--- src/rtl/dpgc_pkg.sv ---
// Package: shared widths, register indexes, sideband type and colour ramp function.
package dpgc_pkg;
   localparam int CoordW    = 24;
   localparam int SquareW   = 48;
   localparam int RootW     = 24;
   localparam int DepthMmW  = 16;
   localparam int FracW     = 8;
   localparam int GrayW     = 16;
   localparam int NumW      = 40;
   localparam int SpanW     = 24;
   localparam int SqrtStages = RootW;
   localparam int DivStages  = GrayW;
   localparam int CsrIdxW   = 3;
   localparam int CsrDataW  = 24;

   localparam logic [CsrIdxW-1:0] CsrMinDepth   = 3'd0;
   localparam logic [CsrIdxW-1:0] CsrMaxDepth   = 3'd1;
   localparam logic [CsrIdxW-1:0] CsrRadialMode = 3'd2;
   localparam logic [CsrIdxW-1:0] CsrInvalidNan = 3'd3;
   localparam logic [CsrIdxW-1:0] CsrInvalidZ   = 3'd4;

   localparam logic [DepthMmW-1:0] MaxDepthReset = 16'd600;
   localparam logic [GrayW-1:0]    GrayFull      = 16'hFFFF;

   typedef struct packed {
      logic                     ok;
      logic signed [CoordW-1:0] z;
   } dpgc_side_type;

   // Returns {blue, green, red} of the four-segment ramp.
   function automatic logic [23:0] dpgc_ramp(input logic [GrayW-1:0] gray);
      logic [7:0]  val;
      logic [23:0] res;
      val = gray[13:6];
      res = {8'h00, val, 8'hFF};
      if (gray[14]) begin
         res = {8'h00, 8'hFF, ~val};
      end
      if (gray[15]) begin
         res = {res[15:0], 8'h00};
      end
      return res;
   endfunction
endpackage

--- src/rtl/dpgc_sqrt.sv ---
// Pipelined integer square root, one root bit per stage, sideband carried along.
module dpgc_sqrt (
   input  logic                          clock,
   input  logic                          reset,
   input  logic                          en,
   input  logic                          in_valid,
   input  logic [dpgc_pkg::SquareW-1:0]  in_n,
   input  dpgc_pkg::dpgc_side_type       in_side,
   output logic                          out_valid,
   output logic [dpgc_pkg::RootW-1:0]    out_root,
   output dpgc_pkg::dpgc_side_type       out_side
);
   import dpgc_pkg::*;

   logic [SquareW-1:0] rem_ff  [SqrtStages];
   logic [RootW-1:0]   root_ff [SqrtStages];
   dpgc_side_type      side_ff [SqrtStages];
   logic [SqrtStages-1:0] valid_ff;

   genvar s;
   for (s = 0; s < SqrtStages; s++) begin : g_stage
      localparam int Bit = SqrtStages - 1 - s;
      logic [SquareW-1:0] rem_src;
      logic [RootW-1:0]   root_src;
      dpgc_side_type      side_src;
      logic               valid_src;
      logic [SquareW-1:0] trial;
      logic [SquareW-1:0] rem_in;
      logic [RootW-1:0]   root_in;

      if (s == 0) begin : g_first
         assign rem_src   = in_n;
         assign root_src  = '0;
         assign side_src  = in_side;
         assign valid_src = in_valid;
      end else begin : g_next
         assign rem_src   = rem_ff[s-1];
         assign root_src  = root_ff[s-1];
         assign side_src  = side_ff[s-1];
         assign valid_src = valid_ff[s-1];
      end

      // Try setting this root bit: (r + 2^b)^2 - r^2 = r*2^(b+1) + 4^b.
      always_comb begin
         trial = ({{(SquareW-RootW){1'b0}}, root_src} << (Bit + 1))
               + (SquareW'(1) << (2 * Bit));
         rem_in  = rem_src;
         root_in = root_src;
         if (rem_src >= trial) begin
            rem_in  = rem_src - trial;
            root_in = root_src | (RootW'(1) << Bit);
         end
      end

      always_ff @(posedge clock) begin
         if (reset) begin
            valid_ff[s] <= 1'b0;
         end else if (en) begin
            valid_ff[s] <= valid_src;
         end
         if (en) begin
            rem_ff[s]  <= rem_in;
            root_ff[s] <= root_in;
            side_ff[s] <= side_src;
         end
      end
   end

   assign out_valid = valid_ff[SqrtStages-1];
   assign out_root  = root_ff[SqrtStages-1];
   assign out_side  = side_ff[SqrtStages-1];
endmodule

--- config.mk ---
export PLATFORM = sky130hd
export DESIGN_NAME = dpgc_sqrt
export DESIGN_NICKNAME = d
export VERILOG_FILES = /design/src/rtl/dpgc_pkg.sv /design/src/rtl/dpgc_sqrt.sv
export SDC_FILE = /design/constraint.sdc
export NUM_CORES = 2
export LEC_CHECK = 0
export ABC_CLOCK_PERIOD_IN_PS = 6000
export BUFFER_PORTS_ARGS = -buffer_cell sky130_fd_sc_hd__buf_2
export CAP_MARGIN = 25
export CORE_ASPECT_RATIO = 1.4
export CORE_MARGIN = 2
export CORE_UTILIZATION = 56
export DETAILED_ROUTE_END_ITERATION = 6
export GPL_TIMING_DRIVEN = 0
export PLACE_DENSITY = 0.72
export SETUP_SLACK_MARGIN = 0.1
export SYNTH_ARGS = -nofsm -noshare
export SYNTH_HDL_FRONTEND = slang
export SYNTH_SLANG_ARGS = --single-unit
--- constraint.sdc ---
create_clock -name clock -period 6 [get_ports clock]
set_input_delay 0.3 -clock clock [delete_from_list [all_inputs] [get_ports clock]]
set_output_delay 0.3 -clock clock [all_outputs]
set_load 0.03 [all_outputs]
==> reports/metrics.cfg <==
[worst_setup_path]
startpoint=rem_ff[2][165]
crit_end=rem_ff[2][219]
critPathMaxFanout=10
r2r-start=rem_ff[2][165]
timing.rr.end=rem_ff[2][219]
worstSetupPathType=reg -> reg
reg2reg_depth=12
start_kind=register
worst_setup_path_end_kind=register
crit_required_ns=6.52
cp_common_cell=clkbuf_1
worstPathCellList=ha_1 > clkbuf_1 > nand2_1 > nor2_1 > and4_1 > a21boi_0 > a21oi_1 > nand3_1 > clkbuf_1 > clkbuf_1 > buf_1 > a21oi_1
rrSetupSlack_ns=0.51
cp_slowest_stage_delay_ns=0.85
slowest_stage=a21boi_0
worstPathArrival_ns=6.01

[layout]
drive_gt1_frac=0.0866
final_util=0.634
final_common_cell=edfxtp_1
fin_area_sq_mm=0.0960
nets=6666
final_cell_count_no_fill=8407
syn2layout_area_growth_pct=12.6
mostFrequentLayoutCells=edfxtp_1, inv_1, nor2_1, ha_1, a21oi_1
fillers=10794

[floorplan]
initial_core_util=0.563
chipHeight_um=466
ios=127
fp.coreArea_sq_mm=0.151
rows=169
die-area_sq_mm=0.155
fp.dieW_um=334

[clocking]
insertion_delay_ns=0.83
clk_pin_slew_ns=0.06
cts.sinks=2028
root_buffer=clkbuf_16
cts-resized-gates=0
post-cts-setup-buffers=0
htree_levels=4
clock_path_buffers=3
cts_made_buffers=185
cts_tree=built

[timing]
max_freq_mhz=182
rsz0062_at_grt=false
relSlewSlack=0.285
drv_slew=0
hold_violations=0
finalSetupViolCount=0
period_share=0.915
final.setup_skew_ns=0.0670
worst_slew_pin_slew_ns=1.06
worst_slack_ns=0.513
timing.hold.ws_ns=0.179
setup-tns-final_ns=0
final.min_clock_period_ns=5.49

[synth]
syn_area_sq_mm=0.0852
synth_cells=5849
synth_top_flop_cell=edfxtp_1
yosysWarnings=0
ys_ff_latch=2028
ys_types=87
synth_edf_count=2004
synth_fp_nets=6248
syn_area_per_cell_sq_um=14.6
async_flop_share=0
yosysSeqAreaShare=0.712

[placed_design]
dpl.hpwl_mm=120
placed_cells=7966
port_buffers=126
dpl_cell_area_sq_mm=0.0888
routabilityCongestion=0.995
place_ws_ns=0.567

[run_status]
outcome=finished, final reports clean

[route]
via_per_inst=5.65
drtIter0Drc=2447
wl_mm=168
vias=47528
drc=0
antenna_left=0
wire_per_inst_um=20.0
first_pass_iters=5

[power_and_ir_drop]
ir_worst_vdd_mv=0.271
p_leak_nw=35.5
power_mw=35.6
p_per_area_mw_per_mm2=371

[global_route]
grt.total_usage=0.216
antenna_found_initial=10
grt_pass1_wl_mm=257
gr-total-overflow=0
first_global_vias=50077
grt_max_degree=191

[job]
drv_cap=0

[worst_hold_path]
hold_path_class=in -> reg

## cell usage after synthesis, types with 23 or more instances
| master | instances | area (sq um) |
|---|---|---|
| dfxtp_1 | 24 | 480 |
| clkbuf_1 | 68 | 255 |
| a21o_1 | 103 | 773 |
| nor4b_1 | 23 | 201 |
| inv_1 | 393 | 1480 |
| or4_1 | 32 | 240 |
| nor2_1 | 358 | 1340 |
| nand2_1 | 301 | 1130 |
| xor2_1 | 223 | 1950 |
| edfxtp_1 | 2004 | 60200 |
| nor4_1 | 183 | 1140 |
| and3_1 | 33 | 206 |
| nand4_1 | 66 | 413 |
| ha_1 | 322 | 4030 |
| mux2_2 | 47 | 529 |
| o31ai_1 | 30 | 225 |
| nand2b_1 | 63 | 394 |
| nand3_1 | 95 | 475 |
| xnor2_1 | 244 | 2140 |
| mux2i_1 | 36 | 360 |
| nor2b_1 | 56 | 350 |
| or3_1 | 50 | 313 |
| o21ai_0 | 228 | 1140 |
| nor3_1 | 146 | 731 |
| o21a_1 | 60 | 450 |
| a21oi_1 | 320 | 1600 |
## registers in the layout, indices dropped and copies added, names as in the netlist
register,flops
root_ff,300
out_valid,1
g_stage.valid_src,23
rem_ff,1104
side_ff,600
## power by group
| part | switching, mW | internal, mW |
|---|---|---|
| Clock | 5.23 | 6.83 |
| Combinational | 3.14 | 2.11 |
| Sequential | 0.885 | 17.4 |
## layout make-up
type                    instances  area, sq um  area share
well taps                    1966         2460      0.0256
repair buffers                231         1850      0.0193
plain buffers                  92          383     0.00399
clock buffers                 215         4740      0.0494
flip-flops and latches       2028        60700       0.632
inverters                     396         1490      0.0155
multi-input cells            3333        22700       0.237
clock inverters               128         1610      0.0168
diodes                         18         45.0    0.000469
## what timing repair did
action,4_1_cts,5_1_grt
endpoints found under the setup margin,0,0
hold buffers,77,0
endpoints found under the hold margin,203,0
## per-layer routing
metal  GRT usage  wire length, um
met3      0.0307             4560
met5           0                0
met1       0.160            48600
met2       0.451            99600
met4       0.190            15700
## kinds of logic (layout without fill, tap and decap cells)
family | count (synthesis) | in the layout | share of synthesized area
other | 0 | 18 | 0
buffers and inverters | 488 | 1062 | 0.0219
flip-flops | 2028 | 2028 | 0.712
adder cells (fa/ha/maj) | 322 | 322 | 0.0473
AND/OR/NAND/NOR | 1515 | 1515 | 0.0917
XOR/XNOR | 468 | 468 | 0.0482
multiplexers | 83 | 83 | 0.0104
AO/OA/AOI/OAI | 945 | 945 | 0.0689
## worst min-delay path by stage
stage,from,end,slack (ns),depth (start not counted)
4_1_cts,in_n[26],rem_ff[0][26],0.1,2
3_5_place_dp,side_ff[9][26],side_ff[10][1],0.40,0
2_1_floorplan,reset,g_stage[19].valid_src,0.37,1
5_1_grt,in_side[1],side_ff[0][1],0.12,2
3_3_place_gp,side_ff[5][46],side_ff[6][21],0.40,0
6_report,in_side[6],side_ff[0][6],0.18,2
## worst max-delay path, delay by kind of cell (launching register included)
kind	cells	cell delay, ns
AO/OA/AOI/OAI	3	1.31
flip-flops	1	0.39
AND/OR/NAND/NOR	4	0.90
adder cells (fa/ha/maj)	1	0.29
buffers and inverters	4	2.29
(Power assumes the default switching activity.)
