**src/rtl/dpgc_pkg.sv**
```systemverilog
// Package: shared widths, register indexes, sideband type and colour ramp function.
package dpgc_pkg;
   localparam int CoordW    = 24;
   localparam int SquareW   = 48;
   localparam int RootW     = 24;
   localparam int DepthMmW  = 16;
   localparam int FracW     = 8;
   localparam int GrayW     = 16;
   localparam int NumW      = 40;
   localparam int SpanW     = 24;
   localparam int SqrtStages = RootW;
   localparam int DivStages  = GrayW;
   localparam int CsrIdxW   = 3;
   localparam int CsrDataW  = 24;

   localparam logic [CsrIdxW-1:0] CsrMinDepth   = 3'd0;
   localparam logic [CsrIdxW-1:0] CsrMaxDepth   = 3'd1;
   localparam logic [CsrIdxW-1:0] CsrRadialMode = 3'd2;
   localparam logic [CsrIdxW-1:0] CsrInvalidNan = 3'd3;
   localparam logic [CsrIdxW-1:0] CsrInvalidZ   = 3'd4;

   localparam logic [DepthMmW-1:0] MaxDepthReset = 16'd600;
   localparam logic [GrayW-1:0]    GrayFull      = 16'hFFFF;

   typedef struct packed {
      logic                     ok;
      logic signed [CoordW-1:0] z;
   } dpgc_side_type;

   // Returns {blue, green, red} of the four-segment ramp.
   function automatic logic [23:0] dpgc_ramp(input logic [GrayW-1:0] gray);
      logic [7:0]  val;
      logic [23:0] res;
      val = gray[13:6];
      res = {8'h00, val, 8'hFF};
      if (gray[14]) begin
         res = {8'h00, 8'hFF, ~val};
      end
      if (gray[15]) begin
         res = {res[15:0], 8'h00};
      end
      return res;
   endfunction
endpackage

```
**src/rtl/dpgc_div.sv**
```systemverilog
// Pipelined restoring divider, one quotient bit per stage.
module dpgc_div (
   input  logic                        clock,
   input  logic                        reset,
   input  logic                        en,
   input  logic                        in_valid,
   input  logic [dpgc_pkg::NumW-1:0]   in_num,
   input  logic [dpgc_pkg::SpanW-1:0]  in_den,
   input  logic                        in_ok,
   output logic                        out_valid,
   output logic [dpgc_pkg::GrayW-1:0]  out_quot,
   output logic                        out_ok
);
   import dpgc_pkg::*;

   logic [NumW-1:0]  num_ff  [DivStages];
   logic [SpanW-1:0] den_ff  [DivStages];
   logic [GrayW-1:0] quot_ff [DivStages];
   logic [DivStages-1:0] ok_ff;
   logic [DivStages-1:0] valid_ff;

   genvar s;
   for (s = 0; s < DivStages; s++) begin : g_stage
      localparam int Bit = DivStages - 1 - s;
      logic [NumW-1:0]  num_src;
      logic [SpanW-1:0] den_src;
      logic [GrayW-1:0] quot_src;
      logic             ok_src;
      logic             valid_src;
      logic [NumW-1:0]  shifted;
      logic [NumW-1:0]  num_in;
      logic [GrayW-1:0] quot_in;

      if (s == 0) begin : g_first
         assign num_src   = in_num;
         assign den_src   = in_den;
         assign quot_src  = '0;
         assign ok_src    = in_ok;
         assign valid_src = in_valid;
      end else begin : g_next
         assign num_src   = num_ff[s-1];
         assign den_src   = den_ff[s-1];
         assign quot_src  = quot_ff[s-1];
         assign ok_src    = ok_ff[s-1];
         assign valid_src = valid_ff[s-1];
      end

      always_comb begin
         shifted = {{(NumW-SpanW){1'b0}}, den_src} << Bit;
         num_in  = num_src;
         quot_in = quot_src;
         if (num_src >= shifted) begin
            num_in  = num_src - shifted;
            quot_in = quot_src | (GrayW'(1) << Bit);
         end
      end

      always_ff @(posedge clock) begin
         if (reset) begin
            valid_ff[s] <= 1'b0;
         end else if (en) begin
            valid_ff[s] <= valid_src;
         end
         if (en) begin
            num_ff[s]  <= num_in;
            den_ff[s]  <= den_src;
            quot_ff[s] <= quot_in;
            ok_ff[s]   <= ok_src;
         end
      end
   end

   assign out_valid = valid_ff[DivStages-1];
   assign out_quot  = quot_ff[DivStages-1];
   assign out_ok    = ok_ff[DivStages-1];
endmodule

```
**config.mk**
```make
export PLATFORM = sky130hd
export DESIGN_NAME = dpgc_div
export DESIGN_NICKNAME = d
export VERILOG_FILES = /design/src/rtl/dpgc_pkg.sv /design/src/rtl/dpgc_div.sv
export SDC_FILE = /design/constraint.sdc
export NUM_CORES = 2
export LEC_CHECK = 0
export ABC_AREA = 1
export BUFFER_PORTS_ARGS = -buffer_cell sky130_fd_sc_hd__buf_2
export CAP_MARGIN = 40
export CORE_UTILIZATION = 46
export CTS_CLUSTER_DIAMETER = 50
export DETAILED_ROUTE_END_ITERATION = 10
export PLACE_DENSITY_LB_ADDON = 0.15
export SYNTH_ARGS = -nofsm -noshare
export SYNTH_HDL_FRONTEND = slang
export SYNTH_SLANG_ARGS = --single-unit
export TNS_END_PERCENT = 20
```
**constraint.sdc**
```tcl
create_clock -name clock -period 3.1 [get_ports clock]
set_input_delay 0.31 -clock clock [delete_from_list [all_inputs] [get_ports clock]]
set_output_delay 0.31 -clock clock [all_outputs]
set_load 0.01 [all_outputs]
```
==> results.md <==
* Status: finished, final reports clean
* Worst EP arrival at 3.56 ns
* Final Hold Fails at 0
* Post-CTS Setup Repair Bufs at 0
* Hold path endpoint: den_ff[0][19]$_DFFE_PP_
* Pin count of the biggest net entering global routing at 95
* CTS clk-pin slew, worst paths at 0.06 ns
* Total grt overflow at 0
* YS warnings at 0
* Adder-Cell Fraction of Synth Area at 7.10%
* P per Cell Area at 892 nW/um2
* Setup CP Type: reg2reg
* HPWL Detailed at 190,000 um
* Max Transition Viols Final at 0
* Site Rows at 144
* Main synth FF type: edfxtp_1
* Final Total Pwr at 72.6 mW
* R2R depth at 11
* Clock power frac at 24.5%
* Worst path bufs/invs at 2
* Internal Power at 41.9 mW
* Initial core utilization at 46.5%
* Die area at 158,000 um2
* # clock sinks at 1,128
* Fmax at 0.340 GHz
* R2R setup slack at 0.16 ns
* I/O pins at 87
* Cts repair resizes at 0
* Max FO, Critical Path at 22
* Slowest stage delay, CP at 0.39 ns
* Worst R2R Start: den_ff[0][125]$_DFFE_PP_
* Layout cells sized above 1 at 6.94%
* DR pass1 iterations at 8
* Async SR Flop Fraction at 0%
* Root buf cell: clkbuf_16
* Filler instances at 14,800
* Synth-to-Final Area Change at 13.3%
* Synth unique cells at 52
* # port buffers at 86
* Total GRT Usage at 29.3%
* Synth Instances at 8,992
* Worst skew pair latency at 0.80 ns
* Residual DRC count at 0
* Top Family by Delay on Critical Path: simple AND/OR/NAND/NOR gates
* WP data required at 3.72 ns
* Max Cap Viol at 0
* Die height at 397 um
* CP max-delay cell: ha_1
* Net Sw Power at 30.8 mW
* Die width at 397 um
* CTS tree: built
* Part of the Yosys area used for sequential elements at 46.9%
* Final Wtd Congestion at 0.967
* Post-route clock period utilization at 94.8%
* Initial antenna violation count at 4
* Clk_skew at 0.0242 ns
* Largest family of logic cells by synthesized area: simple AND/OR/NAND/NOR gates
* Area share of and/or/nand/nor cells after synthesis at 27.4%
* # setup viols final at 0
* Nets at 9,829
* Hold path start: in_den[19]
* P_leak at 37.6 nW
* Initial DRC count at 4,957
* Clk buf depth at 3
* Syn Std Cell Area at 71,900 um2
* Drt wl/cell at 20.2 um
* Worst Hold Class: in2reg
* Top cell type's share of synthesized area at 46.5%
* Post-synth EDFFs at 1,112
* Worst path cell trace: inv_1 > ha_1 > nand2_2 > nor2_1 > nand2_1 > nor2_1 > nand3_1 > nand3_2 > buf_4 > nand2_1 > nand2_1
* Worst r2r dst: num_ff[0][265]$_DFFE_PP_
* H-tree depth at 4
* Hold path cells at 2
* Worst Max-Slew Pin Slew at 0.762 ns
* Crit path top cell by count: nand2_1
* Syn nets at 9,460
* Area leader, netlist: edfxtp_1
* Crit start category: register
* Critical Path Stages at 11
* Total negative slack at 0 ns
* Post-synthesis mux area share at 0%
* Core area at 155,000 um2
* Vias in the first global route at 58,500
* Hold-fix buffers at CTS at 70
* Compound-Gate Fraction of Synth Area at 6.71%
* Unrepaired setup endpoints after global routing: false
* Relative slew slack at 49.1%
* Sw Share at 42.4%
* Critical path endpoint category: register
* Leading cell type in the layout, fill and taps excluded: nand2_1
* Tmin final at 2.94 ns
* Num CTS Buffers at 151
* Gate power share at 42.1%
* Vias per cell at 5.23
* First-pass GRT wire length at 349,000 um
* DR vias at 60,300
* Post-Route Hold Slack at 0.245 ns
* Synth area leaders: edfxtp_1 (46%), nand2_1 (16%), inv_1 (7.9%)
* DRT Wirelength at 233,000 um
* Yosys reg bits at 1,128
* Avg Synthesized Cell Area at 7.99 um2
* Diode count at 0
* Xor and xnor area share after synthesis at 2.84%
* Sequential power share at 33.4%
* Antenna viol nets, final at 0
* Commonest cells after routing, fill and taps aside: nand2_1 (3,045), inv_1 (1,510), edfxtp_1 (1,112), nor2_1 (726), nand3_1 (464)
* Peak supply drop at 0.654 mV
flip-flops by register name, indices dropped and copies added, names as in the netlist:
register	count
den_ff	360
g_stage.valid_src	15
out_valid	1
g_stage.ok_src	15
num_ff	600
quot_ff	136
out_ok	1
layout make-up:
class	count	area, um2	area share [%]
clock buffer	168	3930	4.82
clock inverter	111	1310	1.61
inverter	1525	5730	7.04
multi-input combinational	6255	31700	38.9
sequential	1128	33700	41.4
tap	2044	2560	3.14
timing repair buffer	300	2500	3.07
worst max-delay path by stage:
stage	from	end	slack (ns)
4_1_cts	den_ff[0][125]$_DFFE_PP_	num_ff[0][265]$_DFFE_PP_	0.18
2_1_floorplan	num_ff[1][162]$_DFFE_PP_	num_ff[1][207]$_DFFE_PP_	0.81
5_1_grt	den_ff[1][24]$_DFFE_PP_	num_ff[1][109]$_DFFE_PP_	0.05
3_3_place_gp	num_ff[0][273]$_DFFE_PP_	num_ff[0][313]$_DFFE_PP_	0.06
3_5_place_dp	den_ff[0][125]$_DFFE_PP_	num_ff[0][249]$_DFFE_PP_	0.20
6_report	den_ff[0][125]$_DFFE_PP_	num_ff[0][265]$_DFFE_PP_	0.16
power groups by stage:
| stage | combinational (mW) | clock, mW | sequential [mW] |
|---|---|---|---|
| 5_1_grt | 34.2 | 18.7 | 24.5 |
| 3_5_place_dp | 30.0 | 0 | 24.6 |
| 3_3_place_gp | 30.0 | 0 | 24.6 |
| 2_1_floorplan | 21.2 | 0 | 22.6 |
| 6_report | 30.6 | 17.8 | 24.3 |
| 4_1_cts | 30.3 | 18.2 | 24.3 |
cells by family after synthesis:
family | Yosys count
and+or+nand+nor | 4737
buffers and inverters | 1609
xor gates and xnor gates | 233
DFF | 1128
AOI/OAI and AO/OA | 886
adders and majority gates | 399
per-stage QoR:
stage                     utilization (%)  std cells  worst slack, ns  area [um2]
after floorplan                         -       8992            0.806       71900
after global placement               48.8      11200           0.0573       75400
after detailed placement             48.8      11200            0.202       75500
after CTS                            52.7      11500            0.181       81400
after global routing                 52.7      11500           0.0491       81400
final                                52.7      11500            0.160       81400
cell usage after synthesis, types with 47 or more instances:
cell / number
a21oi_1: 451
ha_1: 384
nor2_1: 726
buf_6: 47
o21ai_0: 255
xnor2_1: 106
nand4_1: 200
inv_1: 1510
nand3_1: 464
xor2_1: 127
nand2_1: 3045
o21ai_1: 64
nor3_1: 114
edfxtp_1: 1112
per-layer routing:
layer	track usage [%]	part of all wire, %	vias up
met5	0	0.0056	-
met4	12.5	4.5	2
met3	3.74	4.8	443
met2	50.9	49	1684
met1	36.6	42	28100
li1	-	-	30000
Power figures use the tool's default switching activity.
